<file path="src/rtl/nvcd_pkg.sv">
// ----------------------------------------------------------------------------
// nvcd_pkg
// Shared types, codes and constants of the nearest valid cell distance block.
// ----------------------------------------------------------------------------
package nvcd_pkg;

    localparam int DEF_MAX_WIDTH  = 256;
    localparam int DEF_MAX_HEIGHT = 256;

    localparam int COORD_IN_W = 8;
    localparam int GRID_W     = 9;
    localparam int DIST_W     = 32;
    localparam int CFG_IDX_W  = 3;
    localparam int CFG_DATA_W = 32;
    localparam int IN_TDATA_W = 24;
    localparam int POS_W      = 11;

    localparam int LATLON_NUM = 1117;
    localparam int LATLON_DEN = 10;
    localparam int LATLON_RND = 5;
    localparam int MUL_W      = 11;
    localparam int PROD_W     = DIST_W + MUL_W;

    // Division by ten: the dividend is split at RCP_SPLIT, and the low term
    // stays below 2^RCP_LOW_W, where the reciprocal below is exact.
    localparam int     RCP_SPLIT  = 16;
    localparam int     RCP_HI_MUL = (1 << RCP_SPLIT) / LATLON_DEN;
    localparam int     RCP_LO_MUL = (1 << RCP_SPLIT) % LATLON_DEN;
    localparam int     RCP_LOW_W  = 30;
    localparam int     RCP_SHIFT  = 33;
    localparam longint RCP_MUL    = ((longint'(1) << RCP_SHIFT) + LATLON_DEN - 1)
                                  / LATLON_DEN;

    localparam logic [GRID_W-1:0] RST_GRID_WIDTH   = 9'd256;
    localparam logic [GRID_W-1:0] RST_GRID_HEIGHT  = 9'd256;
    localparam logic [DIST_W-1:0] RST_CELL_SPACING = 32'd65536;
    localparam logic              RST_LATLON_MODE  = 1'b0;
    localparam logic [DIST_W-1:0] RST_MAX_RADIUS   = 32'd655360;

    typedef logic signed [POS_W-1:0] t_pos;

    typedef enum logic {
        KIND_LOAD  = 1'b0,
        KIND_QUERY = 1'b1
    } t_kind;

    typedef enum logic [CFG_IDX_W-1:0] {
        CFG_GRID_WIDTH   = 3'd0,
        CFG_GRID_HEIGHT  = 3'd1,
        CFG_CELL_SPACING = 3'd2,
        CFG_LATLON_MODE  = 3'd3,
        CFG_MAX_RADIUS   = 3'd4
    } t_cfg_index;

    typedef enum logic [3:0] {
        ST_IDLE,
        ST_CENTRE,
        ST_CENTRE_CHK,
        ST_MUL,
        ST_DIV,
        ST_RING_INIT,
        ST_RING_CHK,
        ST_WALK,
        ST_DRAIN,
        ST_DONE
    } t_state;

    typedef enum logic [1:0] {
        RES_ZERO,
        RES_RING,
        RES_MISS
    } t_res_sel;

    typedef struct packed {
        logic     load_wr;
        logic     latch;
        logic     rd_centre;
        logic     div_start;
        logic     ring_init;
        logic     walk_start;
        logic     walk;
        logic     next_ring;
        logic     res_load;
        t_res_sel res_sel;
        logic     emit;
    } t_cmd;

    typedef struct packed {
        logic in_query;
        logic hit;
        logic grid_empty;
        logic latlon;
        logic div_done;
        logic ring_over;
        logic ring_last;
        logic out_free;
    } t_sts;

endpackage

</file>
<file path="src/rtl/nvcd_ctrl.sv">
// ----------------------------------------------------------------------------
// nvcd_ctrl
// Sequencer for loads and ring-search queries.
// ----------------------------------------------------------------------------
module nvcd_ctrl (
    input  logic           i_clk,
    input  logic           i_rst_n,
    input  logic           i_in_valid,
    output logic           o_in_ready,
    input  nvcd_pkg::t_sts i_sts,
    output nvcd_pkg::t_cmd o_cmd
);

    nvcd_pkg::t_state r_state;
    nvcd_pkg::t_state n_state;

    always_ff @(posedge i_clk) begin
        if (!i_rst_n) begin
            r_state <= nvcd_pkg::ST_IDLE;
        end else begin
            r_state <= n_state;
        end
    end

    always_comb begin
        n_state = r_state;
        case (r_state)
            nvcd_pkg::ST_IDLE: begin
                if (i_in_valid && i_sts.in_query) begin
                    n_state = nvcd_pkg::ST_CENTRE;
                end
            end
            nvcd_pkg::ST_CENTRE: n_state = nvcd_pkg::ST_CENTRE_CHK;
            nvcd_pkg::ST_CENTRE_CHK: begin
                if (i_sts.hit || i_sts.grid_empty) begin
                    n_state = nvcd_pkg::ST_DONE;
                end else if (i_sts.latlon) begin
                    n_state = nvcd_pkg::ST_MUL;
                end else begin
                    n_state = nvcd_pkg::ST_RING_INIT;
                end
            end
            nvcd_pkg::ST_MUL: n_state = nvcd_pkg::ST_DIV;
            nvcd_pkg::ST_DIV: begin
                if (i_sts.div_done) begin
                    n_state = nvcd_pkg::ST_RING_INIT;
                end
            end
            nvcd_pkg::ST_RING_INIT: n_state = nvcd_pkg::ST_RING_CHK;
            nvcd_pkg::ST_RING_CHK: begin
                n_state = i_sts.ring_over ? nvcd_pkg::ST_DONE : nvcd_pkg::ST_WALK;
            end
            nvcd_pkg::ST_WALK: begin
                if (i_sts.hit) begin
                    n_state = nvcd_pkg::ST_DONE;
                end else if (i_sts.ring_last) begin
                    n_state = nvcd_pkg::ST_DRAIN;
                end
            end
            nvcd_pkg::ST_DRAIN: begin
                n_state = i_sts.hit ? nvcd_pkg::ST_DONE : nvcd_pkg::ST_RING_CHK;
            end
            nvcd_pkg::ST_DONE: begin
                if (i_sts.out_free) begin
                    n_state = nvcd_pkg::ST_IDLE;
                end
            end
            default: n_state = nvcd_pkg::ST_IDLE;
        endcase
    end

    always_comb begin
        o_cmd         = '0;
        o_cmd.res_sel = nvcd_pkg::RES_MISS;
        o_in_ready    = 1'b0;
        case (r_state)
            nvcd_pkg::ST_IDLE: begin
                o_in_ready    = 1'b1;
                o_cmd.load_wr = i_in_valid && !i_sts.in_query;
                o_cmd.latch   = i_in_valid && i_sts.in_query;
            end
            nvcd_pkg::ST_CENTRE: o_cmd.rd_centre = 1'b1;
            nvcd_pkg::ST_CENTRE_CHK: begin
                o_cmd.res_load = i_sts.hit || i_sts.grid_empty;
                o_cmd.res_sel  = i_sts.hit ? nvcd_pkg::RES_ZERO : nvcd_pkg::RES_MISS;
            end
            nvcd_pkg::ST_MUL: o_cmd.div_start = 1'b1;
            nvcd_pkg::ST_DIV: ;
            nvcd_pkg::ST_RING_INIT: o_cmd.ring_init = 1'b1;
            nvcd_pkg::ST_RING_CHK: begin
                o_cmd.res_load   = i_sts.ring_over;
                o_cmd.walk_start = !i_sts.ring_over;
            end
            nvcd_pkg::ST_WALK: begin
                o_cmd.walk     = 1'b1;
                o_cmd.res_load = i_sts.hit;
                o_cmd.res_sel  = nvcd_pkg::RES_RING;
            end
            nvcd_pkg::ST_DRAIN: begin
                o_cmd.res_load  = i_sts.hit;
                o_cmd.res_sel   = nvcd_pkg::RES_RING;
                o_cmd.next_ring = !i_sts.hit;
            end
            nvcd_pkg::ST_DONE: o_cmd.emit = i_sts.out_free;
            default: ;
        endcase
    end

endmodule

</file>
<file path="config.mk">
export PLATFORM = sky130hd
export DESIGN_NAME = nvcd_ctrl
export DESIGN_NICKNAME = d
export VERILOG_FILES = /design/src/rtl/nvcd_pkg.sv /design/src/rtl/nvcd_ctrl.sv
export SDC_FILE = /design/constraint.sdc
export NUM_CORES = 1
export LEC_CHECK = 0
export BUFFER_PORTS_ARGS = -buffer_cell sky130_fd_sc_hd__buf_4
export CORE_MARGIN = 2
export CORE_UTILIZATION = 35
export CTS_CLUSTER_SIZE = 12
export DETAILED_ROUTE_END_ITERATION = 16
export PLACE_DENSITY_LB_ADDON = 0.2
export SETUP_SLACK_MARGIN = 0.1
export SLEW_MARGIN = 5
export SYNTH_ARGS = -nofsm -noshare
export SYNTH_HDL_FRONTEND = slang
export SYNTH_SLANG_ARGS = --single-unit
</file>
<file path="constraint.sdc">
create_clock -name i_clk -period 1.3 [get_ports i_clk]
set_input_delay 0.13 -clock i_clk [delete_from_list [all_inputs] [get_ports i_clk]]
set_output_delay 0.13 -clock i_clk [all_outputs]
set_load 0.01 [all_outputs]
</file>
==> flow_summary.ini <==
[run_status]
status = complete, but fails checks
violations = setup timing

[flow_run]
cap_violations = 0

[power_and_ir_drop]
power_frac_comb_pct = 76.1
power.total_uw = 1640
power_density_nw_per_um2 = 1610
p_sw_share_pct = 37.6
switching_power_uw = 616
ir_worst_vdd_v = 0.00115
internal-power_uw = 1020
clock_power_share_pct = 9.9
p_leak_uw = 0.000490
seqPwrFrac_pct = 14.0

[clocking]
numCtsBuffers = 3
cts_max_path_buffers = 2
cts_hold_buf = 0
clk_transition_reported_paths_ps = 30
cts.htree.levels = 1
clock-sinks = 4
tritoncts = done
clk_latency_ps = 230
root_buffer = clkbuf_4

[setup_path]
cp.required_ps = 1170
critPathKind = flip-flop to output pin
crit_start = r_state[2]
critical_path.startpoint_type = flip-flop
crit_chain = or4b_4 > a21oi_4 > or2_1 > buf_4
r2r_start = r_state[2]
path_buf_inv = 1
crit_slowest_cell = or4b_4
end_kind = output pin
crit_arrival_ps = 1540
crit_family = simple AND/OR/NAND/NOR gates
worst-path-stages = 4
rr_worst_depth = 5
crit_fanout = 6
max_stage_delay_ps = 580

[sta]
period_share_pct = 128
finalSetupTns_ps = -3480
rsz0062_at_grt = true
period_minus_slack_ps = 1670
tightest_slew_ps = 243
clock.fmax_ghz = 0.599
slew_headroom_pct = 83.3
finalHoldViolations = 0
setup_ws_ps = -369
finalClockSkew_ps = 6.50
maxSlewViolCount = 0
hold_slack_ps = 128
setup_viol = 16

[die]
dieArea_um2 = 1650
die_width_um = 40.7
io_pins = 24
floorplan.initialDensity_pct = 36.6
num_rows = 13
die_h_um = 40.7
core_um2 = 1280

[hold_path]
min_path_type = primary input to flip-flop
worst_hold_path.num_cells = 2
min_from = i_rst_n

[synth]
synth-xor-area-share_pct = 0
yosys.area_share.adder_pct = 0
synth_top_family_by_area = simple AND/OR/NAND/NOR gates
synth_area_um2 = 470
ys_types = 33
synth_seq_area_share_pct = 17.0
synth.area.mux_share_pct = 2.13
synth_compound_area_share_pct = 24.5
synthSimpleGateAreaFrac_pct = 47.6
ys_ff_latch = 4
syn_nets = 78
syn-instance-count = 67
syn_avg_cell_area_um2 = 7.02
ys_warn_count = 0

[routing]
wl_per_cell_um = 14.0
drt-total-wl_um = 1850
drt-initial-drc-count = 21
vias = 713
drc_errors = 0
via_per_inst = 5.40
drt.antenna.violating_nets = 0
drtPass1Iterations = 4

[layout]
seq_area_um2 = 90.1
n_fill_cell = 98
final_common_cell = buf_4
area_delta_synth_final_pct = 116
final_util_pct = 79.2
largest_register = r_state
layout.nets = 129
top_regs = r_state (4)
largest_reg_flops = 4
multi_input_area_um2 = 442
drive_gt1_share_pct = 64.1
antenna_cells = 0
final_cell_mix = buf_4 (39), buf_6 (10), nor2_1 (5)
stdcell_area_um2 = 1020

[global_routing]
antenna_found_initial = 0
overflow = 0
grt_start_max_net_pins = 8
track_usage_pct = 24.6
grt_pass1_vias = 645
grt_pass1_wl_um = 2700

[placed_design]
placed_area_um2 = 759
gp_congestion = 0.843
io_buffers = 23
place_hpwl_um = 1080
[worst register-to-register path: cells and delay by family, from the launching register on]
family          cells  cell delay [ps]
buf+inv             1              180
compound gates      3              390
simple gates        1              580
flops               1              350
[cells in the mapped netlist, drive strengths merged]
master / number / area share (%)
and4b: 1 / 2.1
and2b: 1 / 1.9
nand4b: 1 / 1.9
a31oi: 1 / 1.3
nor3b: 1 / 1.6
o211ai: 2 / 3.2
or3b: 1 / 1.9
a21oi: 6 / 7.2
nor2b: 3 / 4.0
or4b: 2 / 5.1
buf: 4 / 5.6
o21ai: 4 / 4.3
o21bai: 1 / 1.6
nor4: 1 / 1.3
nor2: 6 / 4.8
inv: 4 / 3.2
dfxtp: 4 / 17
o31ai: 1 / 1.6
nor4b: 2 / 3.7
o21a: 1 / 1.6
nand2b: 2 / 2.7
nor3: 6 / 6.4
mux2i: 1 / 2.1
and3: 1 / 1.3
o31a: 1 / 1.9
o22a: 1 / 1.9
or2b: 1 / 1.9
or2: 3 / 4.0
nand2: 4 / 3.2
[worst paths after layout]
| path | end | slack [ps] |
|---|---|---|
| worst max-delay path | o_cmd[3] | -370 |
| worst min-delay path | r_state[1] | 130 |
| worst max register to register | r_state[3] | -260 |
| worst min register to register | r_state[1] | 660 |
[kinds of logic (layout without fill, tap and decap cells)]
group | Yosys count | count (layout)
AND/OR/NAND/NOR | 36 | 36
AO/OA/AOI/OAI | 18 | 18
buffers and inverters | 8 | 58
flip-flops | 4 | 4
multiplexers | 1 | 1
[cell type report]
cell class | count | share of cell area [%]
multi-input cells | 55 | 43.4
repair buffers | 50 | 41.8
flip-flops and latches | 4 | 8.86
clock buffers | 4 | 2.58
well taps | 15 | 1.85
inverters | 4 | 1.48
[metrics by stage]
step | setup slack, ps | std cells
3_5_place_dp | -127 | 114
4_1_cts | -372 | 128
2_1_floorplan | 10.3 | 67
3_3_place_gp | -96.5 | 114
5_1_grt | -425 | 132
6_report | -369 | 132
[power groups by stage]
| stage | clock network, uW | logic, uW | registers, uW |
|---|---|---|---|
| global route | 181 | 1350 | 236 |
| CTS | 171 | 1130 | 225 |
| finish | 162 | 1250 | 229 |
| global placement | 0 | 835 | 223 |
| floorplan | 0 | 525 | 208 |
| detailed placement | 0 | 834 | 223 |
[layer usage]
layer / GRT usage, % / vias to the layer above / part of all wire [%]
met3: 4.35 / 2 / 3.8
li1: - / 347 / -
met4: 13.3 / 0 / 0.76
met1: 28.8 / 333 / 42
met5: 0 / - / 0
met2: 42.1 / 31 / 53
[repair_timing]
| action | in CTS | in global routing |
|---|---|---|
| setup endpoints to repair | 17 | 17 |
| endpoints found under the hold margin | 0 | 0 |
| resized for setup | 19 | 9 |
| buffers inserted | 10 | 5 |
| pin swaps | 10 | 11 |
Power figures use the tool's default switching activity.
